**src/deque_with_indexed_delete_top_assert.svh**
```systemverilog
// Assertion macros used by the deque controller.
`ifndef DEQUE_WITH_INDEXED_DELETE_TOP_ASSERT_SVH
`define DEQUE_WITH_INDEXED_DELETE_TOP_ASSERT_SVH

// Checked on every rising edge outside reset.
`define DWID_ASSERT(lbl, prop, msg) \
	lbl: assert property (@(posedge clk) disable iff (!arst_n) prop) else $error(msg);

// Checked on every rising edge, reset included.
`define DWID_ASSERT_ALWAYS(lbl, prop, msg) \
	lbl: assert property (@(posedge clk) prop) else $error(msg);

`endif

```
**src/dwid_pkg.sv**
```systemverilog
// Package: types, codes and widths of the deque with indexed delete.
`timescale 1ns / 1ps
`default_nettype none
package dwid_pkg;

	localparam int DEPTH_DEF    = 32;
	localparam int ACTION_W     = 2;
	localparam int VALUE_W      = 32;
	localparam int POSITION_W   = 5;
	localparam int LENGTH_W     = 6;
	localparam int IN_TDATA_W   = 32;
	localparam int IN_TUSER_W   = 2;
	localparam int OUT_TDATA_W  = 48;
	localparam int OUT_TUSER_W  = 3;

	typedef enum logic [ACTION_W-1:0] {
		ACT_PUSH_FRONT = 2'd0,
		ACT_PUSH_BACK  = 2'd1,
		ACT_DELETE     = 2'd2,
		ACT_NONE       = 2'd3
	} action_t;

	typedef enum logic [1:0] {
		ST_IDLE,
		ST_FWD,
		ST_BWD
	} state_t;

	// Controller to datapath.
	typedef struct packed {
		logic apply;     // take the request and update the list
		logic emit;      // load the output register
		logic backward;
		logic last;
		logic inc;
		logic dec;
	} cmd_t;

	// Datapath to controller.
	typedef struct packed {
		logic empty;
		logic at_end;
		logic at_zero;
		logic out_free;
	} sts_t;

endpackage
`default_nettype wire

```
**src/dwid_ctrl.sv**
```systemverilog
// Controller: dump walk fwd then bwd; one result per cycle if output free.
`timescale 1ns / 1ps
`default_nettype none
`include "deque_with_indexed_delete_top_assert.svh"
module dwid_ctrl (
	input  wire           clk,
	input  wire           arst_n,
	input  wire           in_valid,
	output logic          in_ready,
	input  dwid_pkg::sts_t sts,
	output dwid_pkg::cmd_t cmd
);
	import dwid_pkg::*;

	state_t state_q, state_d;

	always_ff @(posedge clk or negedge arst_n) begin
		if (!arst_n) begin
			state_q <= ST_IDLE;
		end else begin
			state_q <= state_d;
		end
	end

	always_comb begin
		state_d = state_q;
		case (state_q)
			ST_IDLE: begin
				if (in_valid) state_d = ST_FWD;
			end
			ST_FWD: begin
				if (sts.out_free) begin
					if (sts.empty) state_d = ST_IDLE;
					else if (sts.at_end) state_d = ST_BWD;
				end
			end
			ST_BWD: begin
				if (sts.out_free && sts.at_zero) state_d = ST_IDLE;
			end
			default: state_d = ST_IDLE;
		endcase
	end

	always_comb begin
		cmd      = '0;
		in_ready = 1'b0;
		case (state_q)
			ST_IDLE: begin
				in_ready  = 1'b1;
				cmd.apply = in_valid;
			end
			ST_FWD: begin
				cmd.emit = sts.out_free;
				cmd.last = sts.empty;
				cmd.inc  = sts.out_free && !sts.empty && !sts.at_end;
			end
			ST_BWD: begin
				cmd.emit     = sts.out_free;
				cmd.backward = 1'b1;
				cmd.last     = sts.at_zero;
				cmd.dec      = sts.out_free && !sts.at_zero;
			end
			default: begin
				cmd = '0;
			end
		endcase
	end

	`DWID_ASSERT(a_apply_starts_dump, cmd.apply |=> (state_q == ST_FWD), "request did not start a dump")
	`DWID_ASSERT(a_emit_needs_room, cmd.emit |-> sts.out_free, "result emitted into a full output register")
	`DWID_ASSERT(a_idle_after_last, (cmd.emit && cmd.last) |=> (state_q == ST_IDLE), "dump did not end after last result")
	`DWID_ASSERT_ALWAYS(a_no_move_idle, (state_q == ST_IDLE) |-> !(cmd.inc || cmd.dec || cmd.emit), "walk moved while idle")

endmodule
`default_nettype wire

```
**src/dwid_dp.sv**
```systemverilog
// Datapath: list register file with parallel shift, walk pointer, output register.
`timescale 1ns / 1ps
`default_nettype none
module dwid_dp #(
	parameter int DEPTH = dwid_pkg::DEPTH_DEF
) (
	input  wire                             clk,
	input  wire                             arst_n,
	input  wire  [dwid_pkg::ACTION_W-1:0]   action,
	input  wire  [dwid_pkg::VALUE_W-1:0]    operand,
	input  dwid_pkg::cmd_t                  cmd,
	output dwid_pkg::sts_t                  sts,
	input  wire                             out_ready,
	output logic                            out_valid,
	output logic                            out_backward,
	output logic [dwid_pkg::POSITION_W-1:0] out_position,
	output logic [dwid_pkg::VALUE_W-1:0]    out_value,
	output logic [dwid_pkg::LENGTH_W-1:0]   out_length,
	output logic                            out_empty,
	output logic                            out_dropped,
	output logic                            out_last
);
	import dwid_pkg::*;

	localparam int CW = $clog2(DEPTH + 1);
	localparam int IW = (DEPTH > 1) ? $clog2(DEPTH) : 1;

	logic [VALUE_W-1:0] entries_q [DEPTH];
	logic [CW-1:0]      count_q;
	logic               drop_q;
	logic [IW-1:0]      pos_q;

	logic          full;
	logic          do_front;
	logic          do_back;
	logic          do_del;
	logic [IW-1:0] del_idx;
	logic [IW-1:0] tail_idx;

	assign full     = (count_q == CW'(DEPTH));
	assign del_idx  = operand[IW-1:0];
	assign tail_idx = count_q[IW-1:0];
	assign do_front = cmd.apply && (action == ACT_PUSH_FRONT) && !full;
	assign do_back  = cmd.apply && (action == ACT_PUSH_BACK) && !full;
	// Negative or out-of-range index: ignore.
	assign do_del   = cmd.apply && (action == ACT_DELETE) && !operand[VALUE_W-1]
		&& (operand[VALUE_W-2:0] < (VALUE_W-1)'(count_q));

	for (genvar i = 0; i < DEPTH; i++) begin : g_entry
		logic [VALUE_W-1:0] lower;
		logic [VALUE_W-1:0] upper;
		if (i > 0) begin : g_lo
			assign lower = entries_q[i-1];
		end else begin : g_lo0
			assign lower = operand;
		end
		if (i < DEPTH - 1) begin : g_up
			assign upper = entries_q[i+1];
		end else begin : g_upn
			assign upper = entries_q[i];
		end

		always_ff @(posedge clk) begin
			if (do_front) begin
				entries_q[i] <= lower;
			end else if (do_back && (tail_idx == IW'(i))) begin
				entries_q[i] <= operand;
			end else if (do_del && (IW'(i) >= del_idx)) begin
				entries_q[i] <= upper;
			end
		end
	end

	always_ff @(posedge clk or negedge arst_n) begin
		if (!arst_n) begin
			count_q <= '0;
			drop_q  <= 1'b0;
			pos_q   <= '0;
		end else begin
			if (do_front || do_back) begin
				count_q <= count_q + CW'(1);
			end else if (do_del) begin
				count_q <= count_q - CW'(1);
			end
			if (cmd.apply) begin
				drop_q <= full && ((action == ACT_PUSH_FRONT) || (action == ACT_PUSH_BACK));
				pos_q  <= '0;
			end else if (cmd.inc) begin
				pos_q <= pos_q + IW'(1);
			end else if (cmd.dec) begin
				pos_q <= pos_q - IW'(1);
			end
		end
	end

	// Output register: hold until taken.
	always_ff @(posedge clk or negedge arst_n) begin
		if (!arst_n) begin
			out_valid <= 1'b0;
		end else if (cmd.emit) begin
			out_valid <= 1'b1;
		end else if (out_ready) begin
			out_valid <= 1'b0;
		end
	end

	always_ff @(posedge clk) begin
		if (cmd.emit) begin
			out_backward <= cmd.backward;
			out_position <= POSITION_W'(pos_q);
			out_value    <= sts.empty ? '0 : entries_q[pos_q];
			out_length   <= LENGTH_W'(count_q);
			out_empty    <= sts.empty;
			out_dropped  <= drop_q;
			out_last     <= cmd.last;
		end
	end

	assign sts.empty    = (count_q == '0);
	assign sts.at_end   = (CW'(pos_q) == (count_q - CW'(1)));
	assign sts.at_zero  = (pos_q == '0);
	assign sts.out_free = !out_valid || out_ready;

endmodule
`default_nettype wire

```
**src/deque_with_indexed_delete_top.sv**
```systemverilog
// Top level: deque with indexed delete and full dump after each request.
//
//  channel  | dir | tdata                          | tuser                          | tlast
//  s_axis   | in  | [31:0] operand                 | [1:0] action                   | -
//  m_axis   | out | [4:0] position, [36:5] value,  | [0] backward, [1] is_empty,    | last
//           |     | [42:37] length, [47:43] zero   | [2] dropped                    |
//
// A request is taken in the idle state, then its dump streams at one result per cycle
// while m_axis has room: 2*length results, or a single one for an empty list; the next
// request is taken only after the dump's last result has entered the output register.
// The walk reads one entry a cycle, unless the output is held, through the register file's single read mux.
// Reset clears the entry count; the stored values are not cleared.
// m_axis_tready low holds the walk; the last result may wait while the next request enters.
`timescale 1ns / 1ps
`default_nettype none
module deque_with_indexed_delete_top #(
	parameter int DEPTH = dwid_pkg::DEPTH_DEF
) (
	input  wire                               clk,
	input  wire                               arst_n,
	input  wire                               s_axis_tvalid,
	output logic                              s_axis_tready,
	input  wire  [dwid_pkg::IN_TDATA_W-1:0]   s_axis_tdata,   // operand
	input  wire  [dwid_pkg::IN_TUSER_W-1:0]   s_axis_tuser,   // action
	output logic                              m_axis_tvalid,
	input  wire                               m_axis_tready,
	output logic [dwid_pkg::OUT_TDATA_W-1:0]  m_axis_tdata,   // position, entry_value, length
	output logic [dwid_pkg::OUT_TUSER_W-1:0]  m_axis_tuser,   // backward, is_empty, dropped
	output logic                              m_axis_tlast
);
	import dwid_pkg::*;

	cmd_t                  cmd;
	sts_t                  sts;
	logic                  out_backward;
	logic [POSITION_W-1:0] out_position;
	logic [VALUE_W-1:0]    out_value;
	logic [LENGTH_W-1:0]   out_length;
	logic                  out_empty;
	logic                  out_dropped;

	dwid_ctrl u_ctrl (
		.clk      (clk),
		.arst_n   (arst_n),
		.in_valid (s_axis_tvalid),
		.in_ready (s_axis_tready),
		.sts      (sts),
		.cmd      (cmd)
	);

	dwid_dp #(
		.DEPTH (DEPTH)
	) u_dp (
		.clk          (clk),
		.arst_n       (arst_n),
		.action       (s_axis_tuser),
		.operand      (s_axis_tdata),
		.cmd          (cmd),
		.sts          (sts),
		.out_ready    (m_axis_tready),
		.out_valid    (m_axis_tvalid),
		.out_backward (out_backward),
		.out_position (out_position),
		.out_value    (out_value),
		.out_length   (out_length),
		.out_empty    (out_empty),
		.out_dropped  (out_dropped),
		.out_last     (m_axis_tlast)
	);

	assign m_axis_tdata = {
		(OUT_TDATA_W - LENGTH_W - VALUE_W - POSITION_W)'(0),
		out_length, out_value, out_position
	};
	assign m_axis_tuser = {out_dropped, out_empty, out_backward};

endmodule
`default_nettype wire

```
**config.mk**
```make
export PLATFORM = sky130hd
export DESIGN_NAME = deque_with_indexed_delete_top
export DESIGN_NICKNAME = d
export VERILOG_FILES = /design/src/dwid_pkg.sv /design/src/dwid_ctrl.sv /design/src/dwid_dp.sv /design/src/deque_with_indexed_delete_top.sv
export VERILOG_INCLUDE_DIRS = /design/src /design/src/src
export SDC_FILE = /design/constraint.sdc
export NUM_CORES = 2
export LEC_CHECK = 0
export BUFFER_PORTS_ARGS = -buffer_cell sky130_fd_sc_hd__buf_2
export CELL_PAD_IN_SITES_DETAIL_PLACEMENT = 0
export CELL_PAD_IN_SITES_GLOBAL_PLACEMENT = 1
export CORE_ASPECT_RATIO = 0.7
export CORE_UTILIZATION = 50
export DETAILED_ROUTE_END_ITERATION = 10
export PLACE_DENSITY = 0.81
export SYNTH_ARGS = -nofsm -noshare
export SYNTH_HDL_FRONTEND = slang
export SYNTH_SLANG_ARGS = --single-unit
export TNS_END_PERCENT = 20
```
**constraint.sdc**
```tcl
create_clock -name clk -period 4.8 [get_ports clk]
set_input_delay 0.24 -clock clk [delete_from_list [all_inputs] [get_ports clk]]
set_output_delay 0.24 -clock clk [all_outputs]
set_load 0.005 [all_outputs]
```
==> results.md <==
* Worst reg2reg path depth at 9
* Initial drt markers at 4151
* GRT Total Usage at 26.9%
* Fin. Hold Viols at 0
* Type of element launching the critical path: flip-flop
* DIE AREA at 130000 µm²
* FF-to-FF End: u_dp.entries_q[12][22]
* Synth top area share at 49.9%
* Hold crit path type: in2async
* Clk pin slew, worst setup/hold paths at 0.06 ns
* CP Max Fanout at 32
* RSZ-0062 raised after global routing: no
* R2R Setup Slk at 0.51 ns
* Drt wl/cell at 26.5 µm
* Status: complete, no violations
* Worst-Margin Slew at 1.11 ns
* Inst Count DP at 6435
* Unique cell type count in the Yosys netlist at 70
* Top cells by area, synth: edfxtp_1, mux4_2, mux2i_1
* Crit path kind: reg2reg
* Antenna cells at 0
* Die width at 431 µm
* HPWL after DPL at 127 mm
* Critical Path RT at 5.16 ns
* Worst EP arrival at 4.65 ns
* Largest net degree at the start of global routing at 71
* Crit path capture type: flip-flop
* CTS-repair resized insts at 0
* Most instantiated cells after synthesis: edfxtp_1, a21oi_1, nor2_1
* Layout cells sized above 1 at 29.2%
* Overflow after GRT at 0
* PwrDens at 371 nW/µm²
* Minimum clock period after layout at 4.29 ns
* Cts hold-fix bufs at 3
* Final Hold Slack at 0.0490 ns
* #FFs+latches synth at 1086
* Top cell type by total area after synthesis: edfxtp_1
* Worst VDD drop at 0.495 mV
* Leakage at 26.6 nW
* Drt first pass iters at 6
* CTS Buf Count at 108
* CTS root buffer: clkbuf_16
* Seq/Total Area, Yosys at 50.5%
* Total number of vias at 42957
* Post-CTS Setup Inserts at 0
* Clock skew at 0.0238 ns
* Starting Density at 50.7%
* EDFF count, synth at 1071
* Final setup violating endpoints at 0
* Clock sinks at 1086
* Clock Latency Late Sink at 0.74 ns
* Worst R2R Start: u_ctrl.state_q[0]
* FFs w/ async S/R, synth at 1.38%
* I/O pin cnt at 92
* # port buffers at 86
* Routability cong. at 0.893
* Vias/cell at 6.47
* Routed Antenna Nets at 0
* # rows at 109
* Mapped cell area at 64400 µm²
* Fin nets at 4886
* Filler Cells Inserted at 10473
* Final wirelength at 176 mm
* Period Utilization, post-route at 89.3%
* Cells after Synth at 4939
* Area delta synth->final at 9.96%
* Slew Limit Fails at 0
* Setup TNS at 0 ns
* Max Cap Violations at 0
* Mean Syn Cell Area at 13.0 µm²
* Htree depth at 3
* Max-slew headroom at 25.7%
* Core area at 127000 µm²
* F_max at 0.233 GHz
* Residual DRC count at 0
* Max clock buf depth at 3
* Most common cell in the netlist: edfxtp_1
* CTS tree: built
* First-pass GRT wire length at 270 mm
* Non-filler cells, final at 6637
* Ys Warns at 0
* Die height at 302 µm
* Ys flop type: edfxtp_1
* Initial antenna violation count at 2
* Vias in the first global route at 42422
[layout by cell type (no fill, tap or decap), types with 5 or more instances in the layout]
cell / Yosys / routed
nand2b_1: 9 / 8
nand2_1: 50 / 40
mux2_4: 116 / 116
o2111ai_4: 1 / 18
clkbuf_1: 337 / 22
ha_1: 19 / 19
clkinv_2: 0 / 23
a21o_1: 39 / 35
edfxtp_1: 1071 / 1071
nand2_2: 0 / 10
mux2i_1: 666 / 666
bufinv_16: 0 / 8
buf_4: 9 / 140
a21oi_1: 690 / 689
nor2_4: 0 / 10
nand3_1: 35 / 8
clkbuf_16: 0 / 111
dfrtp_1: 15 / 10
inv_1: 14 / 14
nand3_2: 0 / 27
nand3b_1: 11 / 11
o21ai_0: 19 / 19
mux4_2: 320 / 320
nor3_1: 72 / 70
mux2_2: 485 / 485
buf_12: 0 / 41
conb_1: 1 / 5
nor2_1: 676 / 666
and2_1: 7 / 5
o21a_1: 15 / 15
o22a_1: 13 / 13
clkinv_1: 2 / 29
buf_2: 79 / 86
xnor2_1: 8 / 8
[routing by layer]
metal  GRT usage [%]  vias to the layer above  wire (µm)
li1                -                    18813          -
met1            41.2                    22293      81200
met2            40.5                     1611      79000
met3            3.46                      240      11300
met4            7.01                        0       4390
met5               0                        -          0
[worst max-delay path by stage]
stage,startpoint,endpoint,cells past startpoint
finish,u_ctrl.state_q[0],u_dp.entries_q[12][22],9
global route,u_dp.count_q[0],u_dp.entries_q[20][31],8
CTS,u_ctrl.state_q[0],u_dp.entries_q[16][6],11
detailed placement,u_ctrl.state_q[0],u_dp.entries_q[29][27],9
global placement,u_ctrl.state_q[1],u_dp.entries_q[29][28],9
floorplan,u_dp.count_q[1],u_dp.entries_q[0][0],9
[per-stage QoR]
step | worst slack, ns | utilization, % | power, W | instance area (µm²)
6_report | 0.511 | 55.8 | 0.0263 | 70900
5_1_grt | 0.419 | 55.8 | 0.0271 | 70900
4_1_cts | 0.658 | 55.8 | 0.0265 | 70900
3_5_place_dp | 0.659 | 53.0 | 0.0181 | 67400
3_3_place_gp | 0.779 | 53.0 | 0.0180 | 67400
2_1_floorplan | 0.488 | - | 0.0155 | 64500
[registers in the layout, indices dropped and copies added (netlist names)]
register / flops
u_dp.out_value: 32
u_dp.entries_q: 1024
u_dp.drop_q: 1
u_ctrl.state_q: 2
u_dp.out_dropped: 1
u_dp.out_last: 1
u_dp.count_q: 6
u_dp.out_backward: 1
u_dp.pos_q: 5
u_dp.out_empty: 1
u_dp.out_position: 5
u_dp.out_valid: 1
u_dp.out_length: 6
[cell type report]
cell class	instances	area (µm²)	share of cell area [%]
Sequential cell	1086	32600	45.9
Multi-Input combinational cell	3346	30400	42.8
Clock buffer	135	2890	4.07
Timing Repair Buffer	270	2330	3.29
Tap cell	1720	2150	3.04
Clock inverter	64	522	0.736
Inverter	16	60.1	0.0847
[where the power goes]
part           total [W]  internal (W)  leakage, nW  switching, W
logic            0.00699       0.00337         15.1       0.00362
registers         0.0108        0.0106         9.80      0.000244
clock network    0.00852       0.00467         1.68       0.00384
total             0.0263        0.0186         26.6       0.00770
[logic make-up after synthesis]
logic type	share of synthesized area, %
muxes	32.7
DFF	50.5
and+or+nand+nor	5.77
AOI/OAI and AO/OA	7.10
buffers and inverters	3.39
adders and majority gates	0.400
xor gates and xnor gates	0.150
other	0.00582
[critical path, stage by stage, from the launching register on]
cell,delay (ns)
dfrtp_1,0.38
inv_1,0.11
ha_1,0.24
nand2_1,0.59
or4_1,0.92
a21oi_4,0.28
o2111ai_4,0.37
o21bai_4,0.40
nand3b_1,0.13
buf_4,0.44
Note: power is estimated with default switching activity, not from simulation.
